[src/rtl/core/time_of_day_clock_with_scan_display_defines.svh]
// ----------------------------------------------------------------------------
// Assertion macros for the time-of-day clock
// Concurrent assertion wrappers; they compile away when SYNTHESIS is defined.
// ----------------------------------------------------------------------------
`ifndef TIME_OF_DAY_CLOCK_WITH_SCAN_DISPLAY_DEFINES_SVH
`define TIME_OF_DAY_CLOCK_WITH_SCAN_DISPLAY_DEFINES_SVH

`ifndef SYNTHESIS
// overlapping implication, checked out of reset
`define TOD_ASSERT_IMPL(lbl, clk, rst_n, ante, cons) \
    lbl: assert property (@(posedge clk) disable iff (!rst_n) (ante) |-> (cons)) \
        else $error("tod assertion failed");
// implication on the next clock edge
`define TOD_ASSERT_NEXT(lbl, clk, rst_n, ante, cons) \
    lbl: assert property (@(posedge clk) disable iff (!rst_n) (ante) |=> (cons)) \
        else $error("tod assertion failed");
`else
`define TOD_ASSERT_IMPL(lbl, clk, rst_n, ante, cons)
`define TOD_ASSERT_NEXT(lbl, clk, rst_n, ante, cons)
`endif

`endif

[src/rtl/core/tod_pkg.sv]
// ----------------------------------------------------------------------------
// tod_pkg
// Shared types, constants and helper functions of the time-of-day clock.
// ----------------------------------------------------------------------------
`timescale 1ns / 1ps
`default_nettype none

package tod_pkg;

    // command codes
    typedef enum logic [1:0] {
        CMD_NONE = 2'd0,
        CMD_SET  = 2'd1,
        CMD_ADD  = 2'd2,
        CMD_GET  = 2'd3
    } t_tod_cmd;

    localparam logic [6:0] COUNT_MAX   = 7'd127;
    localparam logic [6:0] SEC_LIMIT   = 7'd60;
    localparam logic [6:0] MIN_LIMIT   = 7'd60;
    localparam logic [6:0] HOUR_LIMIT  = 7'd24;
    localparam logic [6:0] RESET_HOURS = 7'd10;
    localparam logic [6:0] RESET_MINS  = 7'd58;
    localparam logic [6:0] RESET_SECS  = 7'd58;
    localparam logic [7:0] SEG_DASH    = 8'h40;
    localparam logic [2:0] POS_DASH_HI = 3'd2;
    localparam logic [2:0] POS_DASH_LO = 3'd5;

    // input transaction
    typedef struct packed {
        logic       second_tick;
        logic       repeat_tick;
        logic       sec_button_down;
        logic       min_button_down;
        logic [1:0] command;
        logic [6:0] cmd_hours;
        logic [6:0] cmd_minutes;
        logic [6:0] cmd_seconds;
    } t_tod_in;

    // result transaction
    typedef struct packed {
        logic [7:0] segments;
        logic [7:0] digit_select;
        logic [6:0] hours_now;
        logic [6:0] minutes_now;
        logic [6:0] seconds_now;
        logic       command_done;
    } t_tod_out;

    // time value passed between the counter and the scan logic
    typedef struct packed {
        logic [6:0] hours;
        logic [6:0] minutes;
        logic [6:0] seconds;
    } t_tod_time;

    // 7-bit add that saturates at COUNT_MAX
    function automatic logic [6:0] sat_add(input logic [6:0] a, input logic [6:0] b);
        logic [7:0] sum;
        sum = {1'b0, a} + {1'b0, b};
        return sum[7] ? COUNT_MAX : sum[6:0];
    endfunction

    // tens digit of a 7-bit value (0..12), reciprocal multiply
    function automatic logic [3:0] tens_of(input logic [6:0] v);
        logic [14:0] prod;
        prod = {8'd0, v} * 15'd205;
        return prod[14:11];
    endfunction

    // seven-segment pattern, codes above nine show the letter A pattern (8'h77)
    function automatic logic [7:0] seg_pattern(input logic [3:0] d);
        logic [7:0] pat;
        unique case (d)
            4'd0:    pat = 8'h3f;
            4'd1:    pat = 8'h06;
            4'd2:    pat = 8'h5b;
            4'd3:    pat = 8'h4f;
            4'd4:    pat = 8'h66;
            4'd5:    pat = 8'h6d;
            4'd6:    pat = 8'h7d;
            4'd7:    pat = 8'h07;
            4'd8:    pat = 8'h7f;
            4'd9:    pat = 8'h6f;
            default: pat = 8'h77;
        endcase
        return pat;
    endfunction

endpackage

`default_nettype wire

[src/rtl/core/time_of_day_clock_with_scan_display.sv]
// ----------------------------------------------------------------------------
// time_of_day_clock_with_scan_display
// Hours/minutes/seconds clock with an eight-position scanned display.
// ----------------------------------------------------------------------------
// Usage:
//   Input channel (i_valid / o_ready, i_data) carries one control-loop pass:
//   ticks, button levels and an optional set/add/get command.
//   Output channel (o_valid / i_ready, o_data) returns one transaction per
//   pass: segment pattern and one-hot select of the scanned position, the
//   stored time after the pass and a command-done flag.
//   Path: an accepted transaction goes through the input register, then
//   the result register, from which the receiver takes it on o_data.
//   Throughput: one transaction per cycle while the receiver does not stall;
//   the time update, the decimal digit ripple and the segment decode all
//   sit in one stage between the input and result registers.
//   Reset (synchronous, active low): time 10:58:58, buttons released, scan
//   at position 0, both pipeline registers empty.
//   Receiver stall: the result register holds; the input register still
//   takes one more transaction, after which o_ready drops until i_ready.
// ----------------------------------------------------------------------------
`timescale 1ns / 1ps
`default_nettype none
`include "time_of_day_clock_with_scan_display_defines.svh"

module time_of_day_clock_with_scan_display (
    input  wire                  i_clk,
    input  wire                  i_rst_n,
    input  wire                  i_valid,
    output logic                 o_ready,
    input  tod_pkg::t_tod_in     i_data,
    output logic                 o_valid,
    input  wire                  i_ready,
    output tod_pkg::t_tod_out    o_data
);
    import tod_pkg::*;

    t_tod_in    r_in;
    logic       r_in_valid;
    t_tod_out   r_out;
    logic       r_out_valid;
    logic       adv;
    logic       step;
    logic       in_take;
    t_tod_time  time_cur;
    t_tod_time  time_next;
    logic [7:0] segments;
    logic [7:0] digit_select;
    logic       chk_dash;
    logic       chk_plain;
    logic       chk_range;

    // flow control
    assign adv     = !r_out_valid || i_ready;
    assign step    = r_in_valid && adv;
    assign o_ready = !r_in_valid || adv;
    assign in_take = i_valid && o_ready;

    // input register
    always_ff @(posedge i_clk) begin
        if (!i_rst_n) begin
            r_in_valid <= 1'b0;
        end else if (in_take) begin
            r_in_valid <= 1'b1;
        end else if (step) begin
            r_in_valid <= 1'b0;
        end
    end

    always_ff @(posedge i_clk) begin
        if (in_take) begin
            r_in <= i_data;
        end
    end

    tod_time u_time (
        .i_clk   (i_clk),
        .i_rst_n (i_rst_n),
        .i_en    (step),
        .i_item  (r_in),
        .o_cur   (time_cur),
        .o_next  (time_next)
    );

    tod_scan u_scan (
        .i_clk          (i_clk),
        .i_rst_n        (i_rst_n),
        .i_en           (step),
        .i_time         (time_cur),
        .o_segments     (segments),
        .o_digit_select (digit_select)
    );

    // result register
    always_ff @(posedge i_clk) begin
        if (!i_rst_n) begin
            r_out_valid <= 1'b0;
        end else if (step) begin
            r_out_valid <= 1'b1;
        end else if (i_ready) begin
            r_out_valid <= 1'b0;
        end
    end

    always_ff @(posedge i_clk) begin
        if (step) begin
            r_out.segments     <= segments;
            r_out.digit_select <= digit_select;
            r_out.hours_now    <= time_next.hours;
            r_out.minutes_now  <= time_next.minutes;
            r_out.seconds_now  <= time_next.seconds;
            r_out.command_done <= (r_in.command != CMD_NONE);
        end
    end

    assign o_valid = r_out_valid;
    assign o_data  = r_out;

    // checks
    assign chk_dash  = r_out_valid && (r_out.digit_select[2] || r_out.digit_select[5]);
    assign chk_plain = r_out_valid && !r_out.command_done;
    assign chk_range = (r_out.hours_now < HOUR_LIMIT) && (r_out.minutes_now < MIN_LIMIT)
                       && (r_out.seconds_now < SEC_LIMIT);

    `TOD_ASSERT_IMPL(a_dash_pos, i_clk, i_rst_n, chk_dash, r_out.segments == SEG_DASH)
    `TOD_ASSERT_IMPL(a_time_range, i_clk, i_rst_n, chk_plain, chk_range)
    `TOD_ASSERT_IMPL(a_stall_full, i_clk, i_rst_n, !o_ready, r_in_valid && r_out_valid)
    `TOD_ASSERT_NEXT(a_step_result, i_clk, i_rst_n, step, r_out_valid)

endmodule

`default_nettype wire

[src/rtl/core/tod_time.sv]
// ----------------------------------------------------------------------------
// tod_time
// Time counters and button state; one update per executed transaction.
// ----------------------------------------------------------------------------
`timescale 1ns / 1ps
`default_nettype none

module tod_time (
    input  wire                  i_clk,
    input  wire                  i_rst_n,
    input  wire                  i_en,
    input  tod_pkg::t_tod_in     i_item,
    output tod_pkg::t_tod_time   o_cur,
    output tod_pkg::t_tod_time   o_next
);
    import tod_pkg::*;

    logic [6:0] r_hours, r_mins, r_secs;
    logic       r_sec_held, r_min_held;
    logic [6:0] n_hours, n_mins, n_secs;
    logic       n_sec_held, n_min_held;

    // one pass: ticks, buttons, wraps, then command
    always_comb begin
        n_hours    = r_hours;
        n_mins     = r_mins;
        n_secs     = r_secs;
        n_sec_held = i_item.sec_button_down;
        n_min_held = i_item.min_button_down;

        // second tick is ignored while a button is held
        if (i_item.second_tick && !r_sec_held && !r_min_held) begin
            n_secs = sat_add(n_secs, 7'd1);
        end
        // auto-repeat
        if (i_item.repeat_tick) begin
            if (r_sec_held) begin
                n_secs = sat_add(n_secs, 7'd1);
            end
            if (r_min_held) begin
                n_mins = sat_add(n_mins, 7'd1);
            end
        end
        // release adds one more step
        if (!i_item.sec_button_down && r_sec_held) begin
            n_secs = sat_add(n_secs, 7'd1);
        end
        if (!i_item.min_button_down && r_min_held) begin
            n_mins = sat_add(n_mins, 7'd1);
        end

        // wraps with carry
        if (n_secs >= SEC_LIMIT) begin
            n_mins = sat_add(n_mins, 7'd1);
            n_secs = '0;
        end
        if (n_mins >= MIN_LIMIT) begin
            n_hours = sat_add(n_hours, 7'd1);
            n_mins  = '0;
        end
        if (n_hours >= HOUR_LIMIT) begin
            n_hours = '0;
        end

        // host commands
        unique case (i_item.command)
            CMD_SET: begin
                n_hours = i_item.cmd_hours;
                n_mins  = i_item.cmd_minutes;
                n_secs  = i_item.cmd_seconds;
            end
            CMD_ADD: begin
                n_hours = sat_add(n_hours, i_item.cmd_hours);
                n_mins  = sat_add(n_mins, i_item.cmd_minutes);
                n_secs  = sat_add(n_secs, i_item.cmd_seconds);
            end
            CMD_NONE, CMD_GET: begin
            end
        endcase
    end

    // state registers
    always_ff @(posedge i_clk) begin
        if (!i_rst_n) begin
            r_hours    <= RESET_HOURS;
            r_mins     <= RESET_MINS;
            r_secs     <= RESET_SECS;
            r_sec_held <= 1'b0;
            r_min_held <= 1'b0;
        end else if (i_en) begin
            r_hours    <= n_hours;
            r_mins     <= n_mins;
            r_secs     <= n_secs;
            r_sec_held <= n_sec_held;
            r_min_held <= n_min_held;
        end
    end

    assign o_cur  = '{hours: r_hours, minutes: r_mins, seconds: r_secs};
    assign o_next = '{hours: n_hours, minutes: n_mins, seconds: n_secs};

endmodule

`default_nettype wire

[src/rtl/core/tod_scan.sv]
// ----------------------------------------------------------------------------
// tod_scan
// Display scan: position counter, time snapshot and digit/segment decode.
// ----------------------------------------------------------------------------
`timescale 1ns / 1ps
`default_nettype none

module tod_scan (
    input  wire                  i_clk,
    input  wire                  i_rst_n,
    input  wire                  i_en,
    input  tod_pkg::t_tod_time   i_time,
    output logic [7:0]           o_segments,
    output logic [7:0]           o_digit_select
);
    import tod_pkg::*;

    logic [2:0] r_pos;
    t_tod_time  r_snap;
    t_tod_time  snap;
    logic [3:0] h1, h0, m1, m0, s1, s0;
    logic [3:0] t1, t2, t3, t4, t5;
    logic [3:0] d1, d2, d3, d4;
    logic       c1, c2, c3, c4;
    logic [3:0] digit;

    // snapshot is refreshed at position 0 and used in the same pass
    assign snap = (r_pos == 3'd0) ? i_time : r_snap;

    // split each field into two decimal digits
    always_comb begin
        h1 = tens_of(snap.hours);
        m1 = tens_of(snap.minutes);
        s1 = tens_of(snap.seconds);
        h0 = 4'(snap.hours   - ({3'd0, h1} * 7'd10));
        m0 = 4'(snap.minutes - ({3'd0, m1} * 7'd10));
        s0 = 4'(snap.seconds - ({3'd0, s1} * 7'd10));
    end

    // decimal carry ripple of h*10000 + m*100 + s
    always_comb begin
        t1 = s1;
        c1 = (t1 >= 4'd10);
        d1 = c1 ? t1 - 4'd10 : t1;
        t2 = m0 + {3'd0, c1};
        c2 = (t2 >= 4'd10);
        d2 = c2 ? t2 - 4'd10 : t2;
        t3 = m1 + {3'd0, c2};
        c3 = (t3 >= 4'd10);
        d3 = c3 ? t3 - 4'd10 : t3;
        t4 = h0 + {3'd0, c3};
        c4 = (t4 >= 4'd10);
        d4 = c4 ? t4 - 4'd10 : t4;
        t5 = h1 + {3'd0, c4};
    end

    // digit for the scan position; leading digit is not reduced
    always_comb begin
        unique case (r_pos)
            3'd0:    digit = t5;
            3'd1:    digit = d4;
            3'd3:    digit = d3;
            3'd4:    digit = d2;
            3'd6:    digit = d1;
            default: digit = s0;
        endcase
    end

    assign o_segments     = (r_pos == POS_DASH_HI || r_pos == POS_DASH_LO)
                            ? SEG_DASH : seg_pattern(digit);
    assign o_digit_select = 8'd1 << r_pos;

    // scan position
    always_ff @(posedge i_clk) begin
        if (!i_rst_n) begin
            r_pos <= '0;
        end else if (i_en) begin
            r_pos <= r_pos + 3'd1;
        end
    end

    // snapshot, no reset: written at position 0 before any read
    always_ff @(posedge i_clk) begin
        if (i_en && r_pos == 3'd0) begin
            r_snap <= i_time;
        end
    end

endmodule

`default_nettype wire
[config.mk]
export PLATFORM = sky130hd
export DESIGN_NAME = time_of_day_clock_with_scan_display
export DESIGN_NICKNAME = d
export VERILOG_FILES = /design/src/rtl/core/tod_pkg.sv /design/src/rtl/core/time_of_day_clock_with_scan_display.sv /design/src/rtl/core/tod_time.sv /design/src/rtl/core/tod_scan.sv
export VERILOG_INCLUDE_DIRS = /design/src /design/src/rtl/core
export SDC_FILE = /design/constraint.sdc
export NUM_CORES = 1
export LEC_CHECK = 0
export BUFFER_PORTS_ARGS = -buffer_cell sky130_fd_sc_hd__buf_2
export CORE_UTILIZATION = 57
export DETAILED_ROUTE_END_ITERATION = 7
export GPL_TIMING_DRIVEN = 1
export PLACE_DENSITY = 0.76
export SLEW_MARGIN = 20
export SYNTH_ARGS = -nofsm -noshare
export SYNTH_HDL_FRONTEND = slang
export SYNTH_SLANG_ARGS = --single-unit
[constraint.sdc]
create_clock -name i_clk -period 17.5 [get_ports i_clk]
set_input_delay 1.75 -clock i_clk [delete_from_list [all_inputs] [get_ports i_clk]]
set_output_delay 1.75 -clock i_clk [all_outputs]
set_load 0.02 [all_outputs]
==> out/metrics.csv <==
metric,value,unit
clk_skew,0.0105,ns
CTS Root Cell,clkbuf_16,
wire length per cell,15.5,um
H-tree level count,4,
pin count of the biggest net entering global routing,54,
library cells used by synthesis,89,
post-synthesis sequential area ratio,28.5,%
Antenna Nets Post-Route,0,
Critical Path End Type,register,
status,"finished, final reports clean",
first-pass GRT wire length,39600,um
final core occ,64.3,%
Seq cells post-synth,113,
core area,18800,um2
die area,19800,um2
Synth area leaders,"edfxtp_1 23%, ha_1 18%, dfxtp_1 5.1%, fa_1 5.1%, nand2_1 4.8%",
RSZ-0062 raised after global routing,false,
Max-Cap Viols,0,
Synth Instances,1208,
Std-Cell Rows,50,
Synth top area share,23.3,%
P_leak,0.00548,uW
Num CTS Buffers,17,
final hold vios,0,
"Arr. time, crit path",12.85,ns
Min-Delay Endpoint,u_scan.r_pos[1]$_SDFFE_PN0P_,
hpwl dp,17400,um
worst r2r src,u_scan.r_pos[0]$_SDFFE_PN0P_,
Die Span Y,141,um
"Req. time, crit path",17.67,ns
GPL Wtd Cong,0.904,
die width,141,um
fraction of layout cells with a size suffix above 1,11.9,%
R2R cell count,54,
Worst IR Drop VDD,143,uV
# fillers,1542,
synthesized area,10900,um2
"most used cell, CP",ha_1,
Setup Buffers After CTS,0,
TritonCTS clock tree,yes,
Initial Utilization,58.3,%
Mean Syn Cell Area,9.06,um2
Multi-input gate area,7160,um2
vias after detailed routing,8793,
"top cells by count, synth","160 x ha_1, 141 x nand2_1, 127 x inv_1",
drt initial violations,557,
CTS resizes,0,
P&R area growth vs syn,10.2,%
TNS Setup,0,ns
worst skew pair latency,0.42,ns
most common cell in the synthesized netlist,ha_1,
CTS Sinks,113,
Synth area leader,edfxtp_1,
Final Slew Violations,0,
fraction of registers with async set/reset,0,%
I/O pin count,71,
vias in the first global route,8335,
hold path start,u_scan.r_pos[1]$_SDFFE_PN0P_,
Finished Cell Area,12100,um2
DR pass1 iterations,6,
pwr dens,178,nW/um2
Worst Path Max Fanout,29,
CP Launch Type,register,
worst slew pin tran,0.810,ns
R2R Setup Slk,4.82,ns
Max stage delay on crit path,0.50,ns
Synth Flop Type,edfxtp_1,
all-layer global routing usage,24.8,%
Yosys warnings,0,
flip-flop and latch area,3110,um2
Tmin final,12.68,ns
Final nets,1479,
hold_buf cts,0,
Congestion Overflow GR,0,
antenna violations before repair,0,
critical path class,reg2reg,
DR vias/cell,5.83,
hold path depth,2,
clock-pin slew on the worst setup and hold paths,0.06,ns
Post-DP Area,11400,um2
final setup vio count,0,
normalized max-slew margin,46.0,%
diode count,0,
port bufs,69,
Fmax,0.0789,GHz
reg2reg end,o_data[35]$_SDFFCE_PP0P_,
Post-Route WL,23300,um
slowest cell on the critical path,mux2i_1,
Final Cycle Share,72.4,%
DRC viols,0,
Post-synth EDFFs,85,
min-delay worst type,reg2reg,
CTS Buffer Depth,2,
[worst max path at each step]
| stage | from | end |
|---|---|---|
| 4_1_cts | u_scan.r_pos[0]$_SDFFE_PN0P_ | o_data[35]$_SDFFCE_PP0P_ |
| 5_1_grt | u_scan.r_pos[0]$_SDFFE_PN0P_ | o_data[34]$_SDFFCE_PP0P_ |
| 3_5_place_dp | u_scan.r_pos[0]$_SDFFE_PN0P_ | o_data[35]$_SDFFCE_PP0P_ |
| 6_report | u_scan.r_pos[0]$_SDFFE_PN0P_ | o_data[35]$_SDFFCE_PP0P_ |
| 3_3_place_gp | u_scan.r_pos[0]$_SDFFE_PN0P_ | o_data[35]$_SDFFCE_PP0P_ |
| 2_1_floorplan | u_scan.r_pos[0]$_SDFFE_PN0P_ | o_data[35]$_SDFFCE_PP0P_ |
[where the power goes]
part           switching, uW  leakage, uW  internal (uW)
Combinational            828      0.00415            603
Sequential              16.7      0.00103            335
Clock                    141     0.000303            228
Total                    985      0.00548           1170
[state kept, by name, indices dropped and copies added, names as in the netlist]
signal / flops
o_data: 37
o_valid: 1
r_in: 27
r_in_valid: 1
u_scan.r_pos: 3
u_scan.r_snap: 21
u_time.r_hours: 7
u_time.r_min_held: 1
u_time.r_mins: 7
u_time.r_sec_held: 1
u_time.r_secs: 7
[cell usage in the layout (no fill, tap or decap), types with 7 or more instances in the layout]
cell,synthesis,routed
a21oi_1,60,60
xor2_1,8,8
o21bai_1,11,11
nor2_1,61,61
a21boi_0,7,7
a21o_1,14,14
mux2i_1,20,20
nand2b_1,17,17
nand2_1,141,141
o21ai_0,55,55
o211ai_1,8,8
inv_1,127,126
nand3_1,41,41
nor2b_1,16,16
a211oi_1,10,10
mux2_2,20,20
and2_1,17,17
clkbuf_16,0,17
ha_1,160,159
edfxtp_1,85,85
a31oi_1,13,13
xnor2_1,47,47
nand4_1,15,15
and3_1,11,11
o31ai_1,10,10
fa_1,28,28
dfxtp_1,28,28
nor3_1,14,14
buf_2,8,69
[logic make-up (layout without fill, tap and decap cells)]
family | Yosys count | after routing | share of synthesized area, %
compound gates | 251 | 251 | 15.3
xor+xnor | 57 | 57 | 4.81
fa+ha+maj | 188 | 188 | 23.4
buf+inv | 175 | 236 | 6.27
flops | 113 | 113 | 28.5
mux | 40 | 40 | 3.89
other cells | 1 | 5 | 0.0343
simple gates | 383 | 383 | 17.8
[per-layer routing]
layer / part of all wire (%) / GRT usage (%)
met4: 1.3 / 6.75
met5: 0 / 0
met3: 3.9 / 3.32
met2: 48 / 42.7
met1: 47 / 32.7
[critical path, delay by kind of cell, from the launching register on]
family	cells	cell delay, ns
AND/OR/NAND/NOR	10	1.95
adder cells (fa/ha/maj)	10	3.05
AO/OA/AOI/OAI	18	3.82
multiplexers	1	0.50
buffers and inverters	5	0.66
XOR/XNOR	10	2.01
flip-flops	1	0.39
[cell type report]
type / instances / share of cell area (%)
clock buffer: 17 / 3.53
sequential: 113 / 25.8
clock inverter: 15 / 1.62
multi-input combinational: 924 / 59.4
inverter: 129 / 4.01
timing repair buffer: 75 / 3.24
tap: 234 / 2.43
[stage by stage]
step	setup WS [ns]	total power, uW	hold slack [ns]	instances
final	4.82	2150	0.508	1507
after global routing	3.97	2370	0.535	1507
after CTS	4.97	2150	0.510	1507
after global placement	5.56	1690	0.478	1475
after floorplan	6.03	1450	0.406	1212
after detailed placement	5.08	1750	0.501	1475
No activity file was read; power rests on OpenSTA's default activity.
